<file path="config.mk">
export PLATFORM = sky130hd
export DESIGN_NAME = echo_averaging_tank_level_flat
export DESIGN_NICKNAME = d
export VERILOG_FILES = /design/src/hdl/eatl_pkg.sv /design/src/hdl/eatl_if.sv /design/src/hdl/eatl_front.sv /design/src/hdl/eatl_queue.sv /design/src/hdl/eatl_divider.sv /design/src/hdl/eatl_back.sv /design/src/hdl/echo_averaging_tank_level.sv /design/src/flat_wrapper.sv
export SDC_FILE = /design/constraint.sdc
export NUM_CORES = 1
export LEC_CHECK = 0
export ABC_AREA = 1
export BUFFER_PORTS_ARGS = -buffer_cell sky130_fd_sc_hd__buf_2
export CAP_MARGIN = 20
export CORE_MARGIN = 10
export CORE_UTILIZATION = 26
export DETAILED_ROUTE_END_ITERATION = 10
export PLACE_DENSITY = 0.37
export SETUP_SLACK_MARGIN = 0.4
export SLEW_MARGIN = 5
export SYNTH_ARGS = -nofsm -noshare
export SYNTH_HDL_FRONTEND = slang
export SYNTH_HIERARCHICAL = 1
export SYNTH_SLANG_ARGS = --single-unit
</file>
<file path="constraint.sdc">
create_clock -name clk_i -period 4.7 [get_ports clk_i]
set_input_delay 0.235 -clock clk_i [delete_from_list [all_inputs] [get_ports clk_i]]
set_output_delay 0.235 -clock clk_i [all_outputs]
set_load 0.005 [all_outputs]
</file>
<file path="src/hdl/eatl_pkg.sv">
// ----------------------------------------------------------------------------
// eatl_pkg
// Shared widths, constants and types of the echo averaging tank level block.
// ----------------------------------------------------------------------------
package eatl_pkg;

  localparam int unsigned CFG_W        = 14;
  localparam int unsigned COUNT_CFG_W  = 5;
  localparam int unsigned CFG_IDX_W    = 3;
  localparam int unsigned ECHO_W       = 16;
  localparam int unsigned DIST_W       = 15;
  localparam int unsigned AVG_W        = 15;
  localparam int unsigned LEVEL_W      = 11;
  localparam int unsigned GOOD_W       = 5;

  localparam int unsigned MAX_SAMPLES_DEF = 16;
  localparam int unsigned CNT_W_DEF       = $clog2(MAX_SAMPLES_DEF + 1);
  localparam int unsigned SUM_W_DEF       = CFG_W + CNT_W_DEF;

  // distance in cm q4 = (echo_us * 557) >> 11
  localparam int unsigned DIST_SCALE_W = 10;
  localparam logic [DIST_SCALE_W-1:0] DIST_SCALE = 10'd557;
  localparam int unsigned DIST_SHIFT   = 11;
  localparam int unsigned PROD_W       = ECHO_W + DIST_SCALE_W;

  // percent q4 full scale
  localparam logic [LEVEL_W-1:0] LEVEL_SCALE = 11'd1600;
  localparam int unsigned LVL_NUM_W = CFG_W + LEVEL_W;

  localparam int unsigned QUEUE_DEPTH = 2;

  localparam logic [CFG_W-1:0]       MIN_DIST_RST      = 14'd32;
  localparam logic [CFG_W-1:0]       MAX_DIST_RST      = 14'd6400;
  localparam logic [CFG_W-1:0]       TANK_HEIGHT_RST   = 14'd1600;
  localparam logic [CFG_W-1:0]       SENSOR_OFFSET_RST = 14'd0;
  localparam logic [COUNT_CFG_W-1:0] BATCH_SIZE_RST    = 5'd5;

  typedef enum logic [CFG_IDX_W-1:0] {
    CFG_MIN_DIST      = 3'd0,
    CFG_MAX_DIST      = 3'd1,
    CFG_TANK_HEIGHT   = 3'd2,
    CFG_SENSOR_OFFSET = 3'd3,
    CFG_BATCH_SIZE    = 3'd4
  } cfg_idx_e;

  typedef struct packed {
    logic [CFG_W-1:0]       min_dist;
    logic [CFG_W-1:0]       max_dist;
    logic [CFG_W-1:0]       tank_height;
    logic [CFG_W-1:0]       sensor_offset;
    logic [COUNT_CFG_W-1:0] batch_size;
  } cfg_t;

endpackage

</file>
<file path="src/hdl/eatl_if.sv">
// ----------------------------------------------------------------------------
// eatl_if
// Valid/ready channels for echo samples and level results.
// ----------------------------------------------------------------------------
interface eatl_echo_if;
  import eatl_pkg::*;

  logic              valid;
  logic              ready;
  logic [ECHO_W-1:0] echo_us;

  modport source (output valid, output echo_us, input ready);
  modport sink   (input valid, input echo_us, output ready);
endinterface

interface eatl_result_if;
  import eatl_pkg::*;

  logic               valid;
  logic               ready;
  logic               result_valid;
  logic [AVG_W-1:0]   avg_distance_q4;
  logic [LEVEL_W-1:0] level_percent_q4;
  logic [GOOD_W-1:0]  good_samples;

  modport source (output valid, output result_valid, output avg_distance_q4,
                  output level_percent_q4, output good_samples, input ready);
  modport sink   (input valid, input result_valid, input avg_distance_q4,
                  input level_percent_q4, input good_samples, output ready);
endinterface

</file>
<file path="src/hdl/eatl_front.sv">
// ----------------------------------------------------------------------------
// eatl_front
// Converts echo widths to distances, qualifies them and accumulates a batch.
// ----------------------------------------------------------------------------
module eatl_front #(
  parameter int unsigned MAX_SAMPLES = eatl_pkg::MAX_SAMPLES_DEF,
  parameter int unsigned CNT_W       = eatl_pkg::CNT_W_DEF,
  parameter int unsigned SUM_W       = eatl_pkg::SUM_W_DEF
) (
  input  logic                   clk_i,
  input  logic                   rst_ni,
  input  eatl_pkg::cfg_t         cfg_i,
  eatl_echo_if.sink              echo_i,
  output logic                   push_valid_o,
  input  logic                   push_ready_i,
  output logic [SUM_W+CNT_W-1:0] push_data_o
);
  import eatl_pkg::*;

  logic              s1_valid_q;
  logic              s1_nz_q;
  logic [DIST_W-1:0] s1_dist_q;
  logic [CNT_W-1:0]  idx_q;
  logic [CNT_W-1:0]  tally_q;
  logic [SUM_W-1:0]  sum_q;

  logic [PROD_W-1:0] prod;
  logic [CNT_W-1:0]  batch_len;
  logic [CNT_W-1:0]  idx_inc;
  logic [CNT_W-1:0]  tally_inc;
  logic [SUM_W-1:0]  sum_inc;
  logic              hit;
  logic              close;
  logic              s1_adv;

  always_comb begin
    if (cfg_i.batch_size == '0) begin
      batch_len = CNT_W'(1);
    end else if (32'(cfg_i.batch_size) > MAX_SAMPLES) begin
      batch_len = CNT_W'(MAX_SAMPLES);
    end else begin
      batch_len = CNT_W'(cfg_i.batch_size);
    end
  end

  assign prod      = PROD_W'(echo_i.echo_us) * PROD_W'(DIST_SCALE);
  assign idx_inc   = idx_q + CNT_W'(1);
  assign close     = (idx_inc >= batch_len);
  assign hit       = s1_nz_q && ({1'b0, cfg_i.min_dist} <= s1_dist_q)
                     && (s1_dist_q <= {1'b0, cfg_i.max_dist});
  assign sum_inc   = sum_q + (hit ? SUM_W'(s1_dist_q) : '0);
  assign tally_inc = tally_q + CNT_W'(hit);
  assign s1_adv    = !close || push_ready_i;

  assign echo_i.ready = !s1_valid_q || s1_adv;
  assign push_valid_o = s1_valid_q && close;
  assign push_data_o  = {sum_inc, tally_inc};

  // distance stage
  always_ff @(posedge clk_i or negedge rst_ni) begin
    if (!rst_ni) begin
      s1_valid_q <= 1'b0;
    end else if (echo_i.ready) begin
      s1_valid_q <= echo_i.valid;
    end
  end

  always_ff @(posedge clk_i) begin
    if (echo_i.valid && echo_i.ready) begin
      s1_dist_q <= prod[DIST_SHIFT +: DIST_W];
      s1_nz_q   <= (echo_i.echo_us != '0);
    end
  end

  // batch accumulator
  always_ff @(posedge clk_i or negedge rst_ni) begin
    if (!rst_ni) begin
      idx_q   <= '0;
      tally_q <= '0;
      sum_q   <= '0;
    end else if (s1_valid_q && s1_adv) begin
      if (close) begin
        idx_q   <= '0;
        tally_q <= '0;
        sum_q   <= '0;
      end else begin
        idx_q   <= idx_inc;
        tally_q <= tally_inc;
        sum_q   <= sum_inc;
      end
    end
  end

  a_idx_bound: assert property (@(posedge clk_i) disable iff (!rst_ni)
    idx_q < CNT_W'(MAX_SAMPLES))
    else $error("batch index out of range");

  a_tally_bound: assert property (@(posedge clk_i) disable iff (!rst_ni)
    tally_q <= idx_q)
    else $error("valid tally exceeds inputs taken");

endmodule

</file>
<file path="src/hdl/eatl_queue.sv">
// ----------------------------------------------------------------------------
// eatl_queue
// Short queue of closed batches between accumulator and result engine.
// ----------------------------------------------------------------------------
module eatl_queue #(
  parameter int unsigned DATA_W = eatl_pkg::SUM_W_DEF + eatl_pkg::CNT_W_DEF
) (
  input  logic              clk_i,
  input  logic              rst_ni,
  input  logic              push_valid_i,
  output logic              push_ready_o,
  input  logic [DATA_W-1:0] push_data_i,
  output logic              pop_valid_o,
  input  logic              pop_ready_i,
  output logic [DATA_W-1:0] pop_data_o
);
  import eatl_pkg::*;

  localparam int unsigned PTR_W   = $clog2(QUEUE_DEPTH);
  localparam int unsigned COUNT_W = $clog2(QUEUE_DEPTH + 1);

  logic [DATA_W-1:0]  mem_q [QUEUE_DEPTH];
  logic [PTR_W-1:0]   wr_ptr_q;
  logic [PTR_W-1:0]   rd_ptr_q;
  logic [COUNT_W-1:0] count_q;
  logic               do_push;
  logic               do_pop;

  assign push_ready_o = (count_q != COUNT_W'(QUEUE_DEPTH));
  assign pop_valid_o  = (count_q != '0);
  assign pop_data_o   = mem_q[rd_ptr_q];
  assign do_push      = push_valid_i && push_ready_o;
  assign do_pop       = pop_valid_o && pop_ready_i;

  always_ff @(posedge clk_i) begin
    if (do_push) begin
      mem_q[wr_ptr_q] <= push_data_i;
    end
  end

  always_ff @(posedge clk_i or negedge rst_ni) begin
    if (!rst_ni) begin
      wr_ptr_q <= '0;
      rd_ptr_q <= '0;
      count_q  <= '0;
    end else begin
      if (do_push) begin
        wr_ptr_q <= wr_ptr_q + PTR_W'(1);
      end
      if (do_pop) begin
        rd_ptr_q <= rd_ptr_q + PTR_W'(1);
      end
      if (do_push && !do_pop) begin
        count_q <= count_q + COUNT_W'(1);
      end else if (do_pop && !do_push) begin
        count_q <= count_q - COUNT_W'(1);
      end
    end
  end

endmodule

</file>
<file path="src/hdl/eatl_divider.sv">
// ----------------------------------------------------------------------------
// eatl_divider
// Restoring divider, one quotient bit per cycle.
// ----------------------------------------------------------------------------
module eatl_divider #(
  parameter int unsigned N_W = eatl_pkg::LVL_NUM_W,
  parameter int unsigned D_W = eatl_pkg::CFG_W
) (
  input  logic           clk_i,
  input  logic           rst_ni,
  input  logic           start_i,
  input  logic [N_W-1:0] dividend_i,
  input  logic [D_W-1:0] divisor_i,
  output logic           done_o,
  output logic [N_W-1:0] quotient_o
);

  localparam int unsigned CNT_W = $clog2(N_W + 1);

  logic             busy_q;
  logic             done_q;
  logic [CNT_W-1:0] cnt_q;
  logic [D_W-1:0]   rem_q;
  logic [N_W-1:0]   quo_q;
  logic [D_W-1:0]   div_q;

  logic [D_W:0]     shifted;
  logic [D_W:0]     trial;
  logic             ge;

  assign shifted    = {rem_q, quo_q[N_W-1]};
  assign trial      = shifted - {1'b0, div_q};
  assign ge         = (shifted >= {1'b0, div_q});
  assign done_o     = done_q;
  assign quotient_o = quo_q;

  always_ff @(posedge clk_i or negedge rst_ni) begin
    if (!rst_ni) begin
      busy_q <= 1'b0;
      done_q <= 1'b0;
      cnt_q  <= '0;
    end else if (start_i) begin
      busy_q <= 1'b1;
      done_q <= 1'b0;
      cnt_q  <= CNT_W'(N_W);
    end else if (busy_q) begin
      cnt_q <= cnt_q - CNT_W'(1);
      if (cnt_q == CNT_W'(1)) begin
        busy_q <= 1'b0;
        done_q <= 1'b1;
      end
    end else begin
      done_q <= 1'b0;
    end
  end

  always_ff @(posedge clk_i) begin
    if (start_i) begin
      rem_q <= '0;
      quo_q <= dividend_i;
      div_q <= divisor_i;
    end else if (busy_q) begin
      rem_q <= ge ? trial[D_W-1:0] : shifted[D_W-1:0];
      quo_q <= {quo_q[N_W-2:0], ge};
    end
  end

  a_no_restart: assert property (@(posedge clk_i) disable iff (!rst_ni)
    start_i |-> !busy_q)
    else $error("divider started while busy");

endmodule

</file>
<file path="src/hdl/eatl_back.sv">
// ----------------------------------------------------------------------------
// eatl_back
// Averages a closed batch, derives the level and holds the result register.
// ----------------------------------------------------------------------------
module eatl_back #(
  parameter int unsigned CNT_W = eatl_pkg::CNT_W_DEF,
  parameter int unsigned SUM_W = eatl_pkg::SUM_W_DEF
) (
  input  logic                   clk_i,
  input  logic                   rst_ni,
  input  eatl_pkg::cfg_t         cfg_i,
  input  logic                   pop_valid_i,
  output logic                   pop_ready_o,
  input  logic [SUM_W+CNT_W-1:0] pop_data_i,
  eatl_result_if.source          result_o
);
  import eatl_pkg::*;

  localparam int unsigned DIV_N_W = (SUM_W > LVL_NUM_W) ? SUM_W : LVL_NUM_W;
  localparam int unsigned H_W     = CFG_W + 3;

  typedef enum logic [2:0] {
    ST_IDLE,
    ST_AVG,
    ST_CLAMP,
    ST_SCALE,
    ST_LVL,
    ST_EMIT
  } state_e;

  state_e             state_q;
  logic [CNT_W-1:0]   tally_q;
  logic [AVG_W-1:0]   avg_q;
  logic [CFG_W-1:0]   h_q;
  logic [LEVEL_W-1:0] lvl_q;
  logic               ok_q;

  logic               res_valid_q;
  logic               res_ok_q;
  logic [AVG_W-1:0]   res_avg_q;
  logic [LEVEL_W-1:0] res_lvl_q;
  logic [GOOD_W-1:0]  res_good_q;

  logic [SUM_W-1:0]     pop_sum;
  logic [CNT_W-1:0]     pop_tally;
  logic                 div_start;
  logic [DIV_N_W-1:0]   div_dividend;
  logic [CFG_W-1:0]     div_divisor;
  logic                 div_done;
  logic [DIV_N_W-1:0]   div_quotient;
  logic [LVL_NUM_W-1:0] lvl_num;
  logic signed [H_W-1:0] h_raw;
  logic [CFG_W-1:0]     h_clamped;

  assign pop_sum     = pop_data_i[SUM_W+CNT_W-1:CNT_W];
  assign pop_tally   = pop_data_i[CNT_W-1:0];
  assign pop_ready_o = (state_q == ST_IDLE);

  assign lvl_num = LVL_NUM_W'(h_q) * LVL_NUM_W'(LEVEL_SCALE);
  assign h_raw   = $signed({3'b000, cfg_i.tank_height}) - $signed({2'b00, avg_q})
                   - $signed({3'b000, cfg_i.sensor_offset});

  always_comb begin
    if (h_raw < 0) begin
      h_clamped = '0;
    end else if (h_raw > $signed({3'b000, cfg_i.tank_height})) begin
      h_clamped = cfg_i.tank_height;
    end else begin
      h_clamped = h_raw[CFG_W-1:0];
    end
  end

  always_comb begin
    div_start    = 1'b0;
    div_dividend = DIV_N_W'(pop_sum);
    div_divisor  = CFG_W'(pop_tally);
    if (state_q == ST_IDLE) begin
      div_start = pop_valid_i && (pop_tally != '0);
    end else if (state_q == ST_SCALE) begin
      div_start    = 1'b1;
      div_dividend = DIV_N_W'(lvl_num);
      div_divisor  = cfg_i.tank_height;
    end
  end

  eatl_divider #(
    .N_W (DIV_N_W),
    .D_W (CFG_W)
  ) u_divider (
    .clk_i      (clk_i),
    .rst_ni     (rst_ni),
    .start_i    (div_start),
    .dividend_i (div_dividend),
    .divisor_i  (div_divisor),
    .done_o     (div_done),
    .quotient_o (div_quotient)
  );

  always_ff @(posedge clk_i or negedge rst_ni) begin
    if (!rst_ni) begin
      state_q     <= ST_IDLE;
      tally_q     <= '0;
      avg_q       <= '0;
      h_q         <= '0;
      lvl_q       <= '0;
      ok_q        <= 1'b0;
      res_valid_q <= 1'b0;
      res_ok_q    <= 1'b0;
      res_avg_q   <= '0;
      res_lvl_q   <= '0;
      res_good_q  <= '0;
    end else begin
      if (result_o.ready && state_q != ST_EMIT) begin
        res_valid_q <= 1'b0;
      end
      unique case (state_q)
        ST_IDLE: begin
          if (pop_valid_i) begin
            tally_q <= pop_tally;
            if (pop_tally == '0) begin
              ok_q    <= 1'b0;
              avg_q   <= '0;
              lvl_q   <= '0;
              state_q <= ST_EMIT;
            end else begin
              ok_q    <= 1'b1;
              state_q <= ST_AVG;
            end
          end
        end
        ST_AVG: begin
          if (div_done) begin
            avg_q   <= div_quotient[AVG_W-1:0];
            state_q <= ST_CLAMP;
          end
        end
        ST_CLAMP: begin
          if (cfg_i.tank_height == '0) begin
            lvl_q   <= '0;
            state_q <= ST_EMIT;
          end else begin
            h_q     <= h_clamped;
            state_q <= ST_SCALE;
          end
        end
        ST_SCALE: begin
          state_q <= ST_LVL;
        end
        ST_LVL: begin
          if (div_done) begin
            lvl_q   <= div_quotient[LEVEL_W-1:0];
            state_q <= ST_EMIT;
          end
        end
        ST_EMIT: begin
          if (!res_valid_q || result_o.ready) begin
            res_valid_q <= 1'b1;
            res_ok_q    <= ok_q;
            res_avg_q   <= avg_q;
            res_lvl_q   <= lvl_q;
            res_good_q  <= GOOD_W'(tally_q);
            state_q     <= ST_IDLE;
          end
        end
        default: begin
          state_q <= ST_IDLE;
        end
      endcase
    end
  end

  assign result_o.valid            = res_valid_q;
  assign result_o.result_valid     = res_ok_q;
  assign result_o.avg_distance_q4  = res_avg_q;
  assign result_o.level_percent_q4 = res_lvl_q;
  assign result_o.good_samples     = res_good_q;

  a_done_in_wait: assert property (@(posedge clk_i) disable iff (!rst_ni)
    div_done |-> (state_q == ST_AVG || state_q == ST_LVL))
    else $error("divider result outside a wait state");

endmodule

</file>
<file path="src/hdl/echo_averaging_tank_level.sv">
// ----------------------------------------------------------------------------
// echo_averaging_tank_level
// Ultrasonic echo distance averaging with tank level in percent.
// ----------------------------------------------------------------------------
// echo_i carries one echo width in microseconds per transaction, zero meaning
// timeout. Each width becomes a distance in cm q4; distances within the
// configured limits are summed and counted. Once a batch of the configured
// size is complete one transaction leaves on result_o with the average
// distance, the level in percent q4 and the number of good samples.
// The front takes one echo per cycle unless echo_i stalls: a distance stage and
// an accumulator. A closed batch enters a two-entry queue. The result engine
// runs two serial divisions on one shared restoring divider and takes a new
// closed batch only once it has emitted the previous result; it skips both
// divisions when no sample was good. echo_i stalls only when the queue is full
// and a batch closes.
// The cfg port writes one register per cycle when cfg_we_i is high; the user
// must use it only while the block is idle, which the block does not enforce.
// Reset restores the register defaults and empties the accumulator, queue
// and result register. A stalled result_o holds its result while the engine
// prepares the next one.
// ----------------------------------------------------------------------------
module echo_averaging_tank_level #(
  parameter int unsigned MAX_SAMPLES = eatl_pkg::MAX_SAMPLES_DEF
) (
  input  logic                            clk_i,
  input  logic                            rst_ni,
  eatl_echo_if.sink                       echo_i,
  eatl_result_if.source                   result_o,
  input  logic                            cfg_we_i,
  input  logic [eatl_pkg::CFG_IDX_W-1:0]  cfg_idx_i,
  input  logic [eatl_pkg::CFG_W-1:0]      cfg_data_i
);
  import eatl_pkg::*;

  localparam int unsigned CNT_W = $clog2(MAX_SAMPLES + 1);
  localparam int unsigned SUM_W = CFG_W + CNT_W;

  cfg_t                   cfg_q;
  logic                   push_valid;
  logic                   push_ready;
  logic [SUM_W+CNT_W-1:0] push_data;
  logic                   pop_valid;
  logic                   pop_ready;
  logic [SUM_W+CNT_W-1:0] pop_data;

  always_ff @(posedge clk_i or negedge rst_ni) begin
    if (!rst_ni) begin
      cfg_q.min_dist      <= MIN_DIST_RST;
      cfg_q.max_dist      <= MAX_DIST_RST;
      cfg_q.tank_height   <= TANK_HEIGHT_RST;
      cfg_q.sensor_offset <= SENSOR_OFFSET_RST;
      cfg_q.batch_size    <= BATCH_SIZE_RST;
    end else if (cfg_we_i) begin
      unique case (cfg_idx_e'(cfg_idx_i))
        CFG_MIN_DIST:      cfg_q.min_dist      <= cfg_data_i;
        CFG_MAX_DIST:      cfg_q.max_dist      <= cfg_data_i;
        CFG_TANK_HEIGHT:   cfg_q.tank_height   <= cfg_data_i;
        CFG_SENSOR_OFFSET: cfg_q.sensor_offset <= cfg_data_i;
        CFG_BATCH_SIZE:    cfg_q.batch_size    <= cfg_data_i[COUNT_CFG_W-1:0];
        default: begin
        end
      endcase
    end
  end

  eatl_front #(
    .MAX_SAMPLES (MAX_SAMPLES),
    .CNT_W       (CNT_W),
    .SUM_W       (SUM_W)
  ) u_front (
    .clk_i        (clk_i),
    .rst_ni       (rst_ni),
    .cfg_i        (cfg_q),
    .echo_i       (echo_i),
    .push_valid_o (push_valid),
    .push_ready_i (push_ready),
    .push_data_o  (push_data)
  );

  eatl_queue #(
    .DATA_W (SUM_W + CNT_W)
  ) u_queue (
    .clk_i        (clk_i),
    .rst_ni       (rst_ni),
    .push_valid_i (push_valid),
    .push_ready_o (push_ready),
    .push_data_i  (push_data),
    .pop_valid_o  (pop_valid),
    .pop_ready_i  (pop_ready),
    .pop_data_o   (pop_data)
  );

  eatl_back #(
    .CNT_W (CNT_W),
    .SUM_W (SUM_W)
  ) u_back (
    .clk_i       (clk_i),
    .rst_ni      (rst_ni),
    .cfg_i       (cfg_q),
    .pop_valid_i (pop_valid),
    .pop_ready_o (pop_ready),
    .pop_data_i  (pop_data),
    .result_o    (result_o)
  );

endmodule
</file>
<file path="src/flat_wrapper.sv">
// flat-port wrapper written by rule: the top's interface ports become plain ports
module echo_averaging_tank_level_flat import eatl_pkg::*;
#(
  parameter int unsigned MAX_SAMPLES = eatl_pkg::MAX_SAMPLES_DEF
)
  (clk_i, rst_ni, cfg_we_i, cfg_idx_i, cfg_data_i, echo_i_valid, echo_i_echo_us, echo_i_ready, result_o_valid, result_o_result_valid, result_o_avg_distance_q4, result_o_level_percent_q4, result_o_good_samples, result_o_ready);
  eatl_echo_if echo_i_i ();
  eatl_result_if result_o_i ();
  input  logic clk_i;
  input  logic rst_ni;
  input  logic cfg_we_i;
  input  logic [eatl_pkg::CFG_IDX_W-1:0] cfg_idx_i;
  input  logic [eatl_pkg::CFG_W-1:0] cfg_data_i;
  input wire logic [$bits(echo_i_i.valid)-1:0] echo_i_valid;
  input wire logic [$bits(echo_i_i.echo_us)-1:0] echo_i_echo_us;
  output wire logic [$bits(echo_i_i.ready)-1:0] echo_i_ready;
  output wire logic [$bits(result_o_i.valid)-1:0] result_o_valid;
  output wire logic [$bits(result_o_i.result_valid)-1:0] result_o_result_valid;
  output wire logic [$bits(result_o_i.avg_distance_q4)-1:0] result_o_avg_distance_q4;
  output wire logic [$bits(result_o_i.level_percent_q4)-1:0] result_o_level_percent_q4;
  output wire logic [$bits(result_o_i.good_samples)-1:0] result_o_good_samples;
  input wire logic [$bits(result_o_i.ready)-1:0] result_o_ready;
  assign echo_i_i.valid = echo_i_valid;
  assign echo_i_i.echo_us = echo_i_echo_us;
  assign echo_i_ready = echo_i_i.ready;
  assign result_o_valid = result_o_i.valid;
  assign result_o_result_valid = result_o_i.result_valid;
  assign result_o_avg_distance_q4 = result_o_i.avg_distance_q4;
  assign result_o_level_percent_q4 = result_o_i.level_percent_q4;
  assign result_o_good_samples = result_o_i.good_samples;
  assign result_o_i.ready = result_o_ready;
  echo_averaging_tank_level #(.MAX_SAMPLES(MAX_SAMPLES)) u_core (.clk_i(clk_i), .rst_ni(rst_ni), .echo_i(echo_i_i), .result_o(result_o_i), .cfg_we_i(cfg_we_i), .cfg_idx_i(cfg_idx_i), .cfg_data_i(cfg_data_i));
endmodule
</file>
==> results.toml <==
[final_layout]
final_cells = 4053
drive_gt1_frac = 0.122
fillers = 9008
post-route-cell-area_um2 = 25600
antenna_cells = 0
nets = 3226
final_util = 0.306
area_growth_pct = 16.3

[logic_synthesis]
syn_avg_cell_area_um2 = 7.92
ys_ff_latch = 301
synth_fp_nets = 3111
synthArstFlopShare = 0.611
synth_edf_count = 103
ys_types = 61
synth_ff_type = "dfrtp_1"
yosysSeqAreaShare = 0.363
synth_warnings = 6
syn_inst = 2775
synth_area_um2 = 22000

[setup_path]
required_ns = 5.18
end_kind = "flop"
max_stage_delay_ns = 0.39
crit_slowest_cell = "dfrtp_1"
cp-start-kind = "flop"
critPathMaxFanout = 7
critPathArrivalTime_ns = 4.82
path_common_cell = "nand2_2"
crit_type = "reg -> reg"

[power_and_ir_drop]
p_leak_nw = 13.0
power.share.sequential = 0.278
p_switching_mw = 5.16
power.internal_mw = 7.40
p_total_mw = 12.6
ir_worst_vdd_v = 0.000235
p_sw_frac = 0.411
p_clk_frac = 0.242
powerDensity_nw_per_um2 = 491
p_comb_frac = 0.480

[global_route]
track_usage = 0.134
gr-usage-met3 = 0.0176
grt_pass1_wl_um = 104000
use_met1 = 0.179
grt-ovfl-total = 0
use_met2 = 0.224
top_usage_layer = "met2"
grt_pass1_vias = 18100
grt_max_degree = 100
antenna_found_initial = 0

[detailed_routing]
ant_nets = 0
vias = 17700
first_iter_violations = 985
viasPerCell = 4.38
wl_per_cell_um = 16.2
drcViolationCount = 0
drt_wl_total_um = 65600
dr.pass1.iters = 5

[timing]
setup_viol = 0
hold_slack_ns = 0.0719
period_needed_ns = 4.34
timing.final.ws_setup_ns = 0.362
finClkSkew_ns = 0.0203
tightest_slew_ns = 1.05
final_hold_viol_count = 0
fmax_ghz = 0.230
fin_tns_setup_ns = 0
relSlewSlack = 0.299
period_share = 0.923
rsz0062_at_grt = "yes"
drv_slew = 0

[place]
place_worst_setup_slack_ns = 0.0420
gp_congestion = 0.833
dpl_cell_area_um2 = 23600
place_inst = 3948
placement.io_buffers = 71
dp_hpwl_um = 50700

[die]
fp.dieArea_um2 = 96600
die_h_um = 311
rows = 106
io_pins = 72
die_w_um = 311
core-area_um2 = 83700
initial_core_util = 0.263

[cts]
cts_buffer_depth = 3
cts_max_level = 2
clockRootBuffer = "clkbuf_16"
cts_sinks = 301
clkTransAtPathRegs_ns = 0.06
cts_tree = "done"
clk_latency_ns = 0.56
cts_inserted_buffers = 38

[status]
status = "completed"

[hold_path]
worstHoldPathType = "in -> reg"

[job]
cap_violations = 0
==> logic make-up (layout without fill, tap and decap cells) <==
family,Yosys count,after routing,share of synthesized area
buf+inv,499,642,0.0933
simple gates,1364,1365,0.270
other cells,1,1,0.000171
xor+xnor,56,56,0.0227
compound gates,251,251,0.0623
mux,5,5,0.00256
fa+ha+maj,298,298,0.185
flops,301,301,0.363
==> synthesized netlist by cell type (3+ instances only) <==
| library cell | number | area (um^2) |
|---|---|---|
| buf_6 | 9 | 101 |
| xor2_1 | 29 | 254 |
| nand2_2 | 32 | 200 |
| o21a_1 | 3 | 22.5 |
| clkbuf_1 | 18 | 67.6 |
| and2_1 | 13 | 81.3 |
| dfrtp_1 | 175 | 4380 |
| nor2_1 | 140 | 526 |
| ha_1 | 252 | 3150 |
| buf_4 | 7 | 52.6 |
| dfstp_2 | 9 | 236 |
| mux2_2 | 5 | 56.3 |
| a31o_2 | 3 | 26.3 |
| nand2_1 | 861 | 3230 |
| o21ai_1 | 13 | 65.1 |
| nand3_4 | 3 | 52.6 |
| a21oi_1 | 97 | 485 |
| nor3_1 | 17 | 85.1 |
| fa_1 | 46 | 921 |
| inv_1 | 421 | 1580 |
| edfxtp_1 | 103 | 3090 |
| clkbuf_8 | 3 | 41.3 |
| o21ai_0 | 102 | 510 |
| nand2_4 | 3 | 33.8 |
| or2_2 | 3 | 18.8 |
| dfxtp_1 | 14 | 280 |
| a31oi_1 | 4 | 25.0 |
| nand4_1 | 25 | 156 |
| nor2_4 | 5 | 56.3 |
| buf_2 | 18 | 90.1 |
| o21bai_1 | 12 | 90.1 |
| nand3_1 | 206 | 1030 |
| a21o_1 | 7 | 52.6 |
| inv_2 | 16 | 60.1 |
| nor2_2 | 16 | 100 |
| xnor2_1 | 26 | 228 |
| nand3b_1 | 15 | 113 |
| nand3_2 | 13 | 130 |
==> flip-flops by register name, indices dropped and copies added (netlist names), 2 cells and up <==
signal / flops
u_core/u_back/u_divider/rem_q: 14
u_core/u_back/result_o.avg_distance_q4: 15
u_core/u_front/s1_dist_q: 15
u_core/u_front/tally_q: 5
u_core/u_back/result_o.level_percent_q4: 11
u_core/u_back/state_q: 3
u_core/u_back/avg_q: 15
u_core/u_back/h_q: 14
u_core/u_front/sum_q: 19
u_core/u_back/u_divider/quotient_o: 25
u_core/u_back/u_divider/div_q: 14
u_core/u_queue/count_q: 2
u_core/u_back/u_divider/cnt_q: 5
u_core/u_back/result_o.good_samples: 5
u_core/cfg_q: 61
u_core/u_front/idx_q: 5
u_core/u_back/lvl_q: 11
u_core/u_back/tally_q: 5
u_core/u_queue/mem_q: 48
==> critical path: cells and delay by family (launching register included) <==
kind	cells	cell delay, ns
AND/OR/NAND/NOR	16	1.30
buffers and inverters	7	0.70
adder cells (fa/ha/maj)	4	1.04
flip-flops	1	0.39
XOR/XNOR	2	0.30
AO/OA/AOI/OAI	3	0.55
==> layout by cell type (no fill, tap or decap), drive strengths merged <==
master and instances:
a211oi 3, a21boi 2, a21o 7, a21oi 100, a31o 3, a31oi 4
and2 13, buf 116, bufinv 3, clkbuf 56, clkinv 8, clkinvlp 2
conb 1, dfrtp 175, dfstp 9, dfxtp 14, dlygate4sd3 17, edfxtp 103
fa 46, ha 252, inv 440, mux2 5, nand2 897, nand3 222
nand3b 15, nand4 26, nor2 162, nor2b 1, nor3 20, nor3b 2
nor4 2, o21a 3, o21ai 116, o21bai 12, o22ai 1, or2 5
xnor2 26, xor2 30
==> layout make-up <==
cell class,count,area (um^2),area share
Multi-Input combinational cell,1976,12300,0.479
Sequential cell,301,7990,0.313
Tap cell,1134,1420,0.0555
Inverter,439,1660,0.0648
Timing Repair Buffer,134,962,0.0376
Clock inverter,14,171,0.00670
Clock buffer,55,1120,0.0437
==> what timing repair did <==
item | in CTS | in global routing
hold endpoints to repair | 123 | 0
buffers inserted | 8 | 8
gates resized for setup | 26 | 46
pin swaps | 6 | 20
hold buffers | 17 | 0
gates cloned | 2 | 0
endpoints found under the setup margin | 14 | 14
==> metal layers <==
| metal | up-vias | routed length, um |
|---|---|---|
| met5 | - | 0 |
| met4 | 0 | 1620 |
| met3 | 71 | 1860 |
| met2 | 218 | 30700 |
| met1 | 8365 | 31500 |
| li1 | 9088 | - |
==> power by group through the flow <==
stage	clock network, mW	logic, mW	registers (mW)
after global routing	3.28	6.85	3.54
after CTS	3.17	5.67	3.50
final	3.04	6.03	3.49
after floorplan	0	3.85	3.46
after detailed placement	0	5.28	3.55
after global placement	0	5.26	3.54
==> path summary, 6_finish.rpt <==
kind / slack (ns) / end / cells after the start / startpoint
setup / recovery: 0.36 / u_core/u_back/h_q[9]$_DFFE_PN0P_ / 32 / u_core/cfg_q[19]$_DFFE_PN0P_
hold reg to reg: 0.47 / u_core/cfg_q[45]$_DFFE_PN1P_ / 2 / u_core/cfg_q[45]$_DFFE_PN1P_
hold / removal: 0.07 / u_core/cfg_q[0]$_DFFE_PN1P_ / 5 / cfg_we_i
min in group asynchronous: 0.27 / u_core/u_back/h_q[12]$_DFFE_PN0P_ / 2 / rst_ni
max in group asynchronous: 3.27 / u_core/cfg_q[20]$_DFFE_PN0P_ / 3 / rst_ni
setup reg to reg: 0.36 / u_core/u_back/h_q[9]$_DFFE_PN0P_ / 32 / u_core/cfg_q[19]$_DFFE_PN0P_
Note: power is estimated with default switching activity, not from simulation.
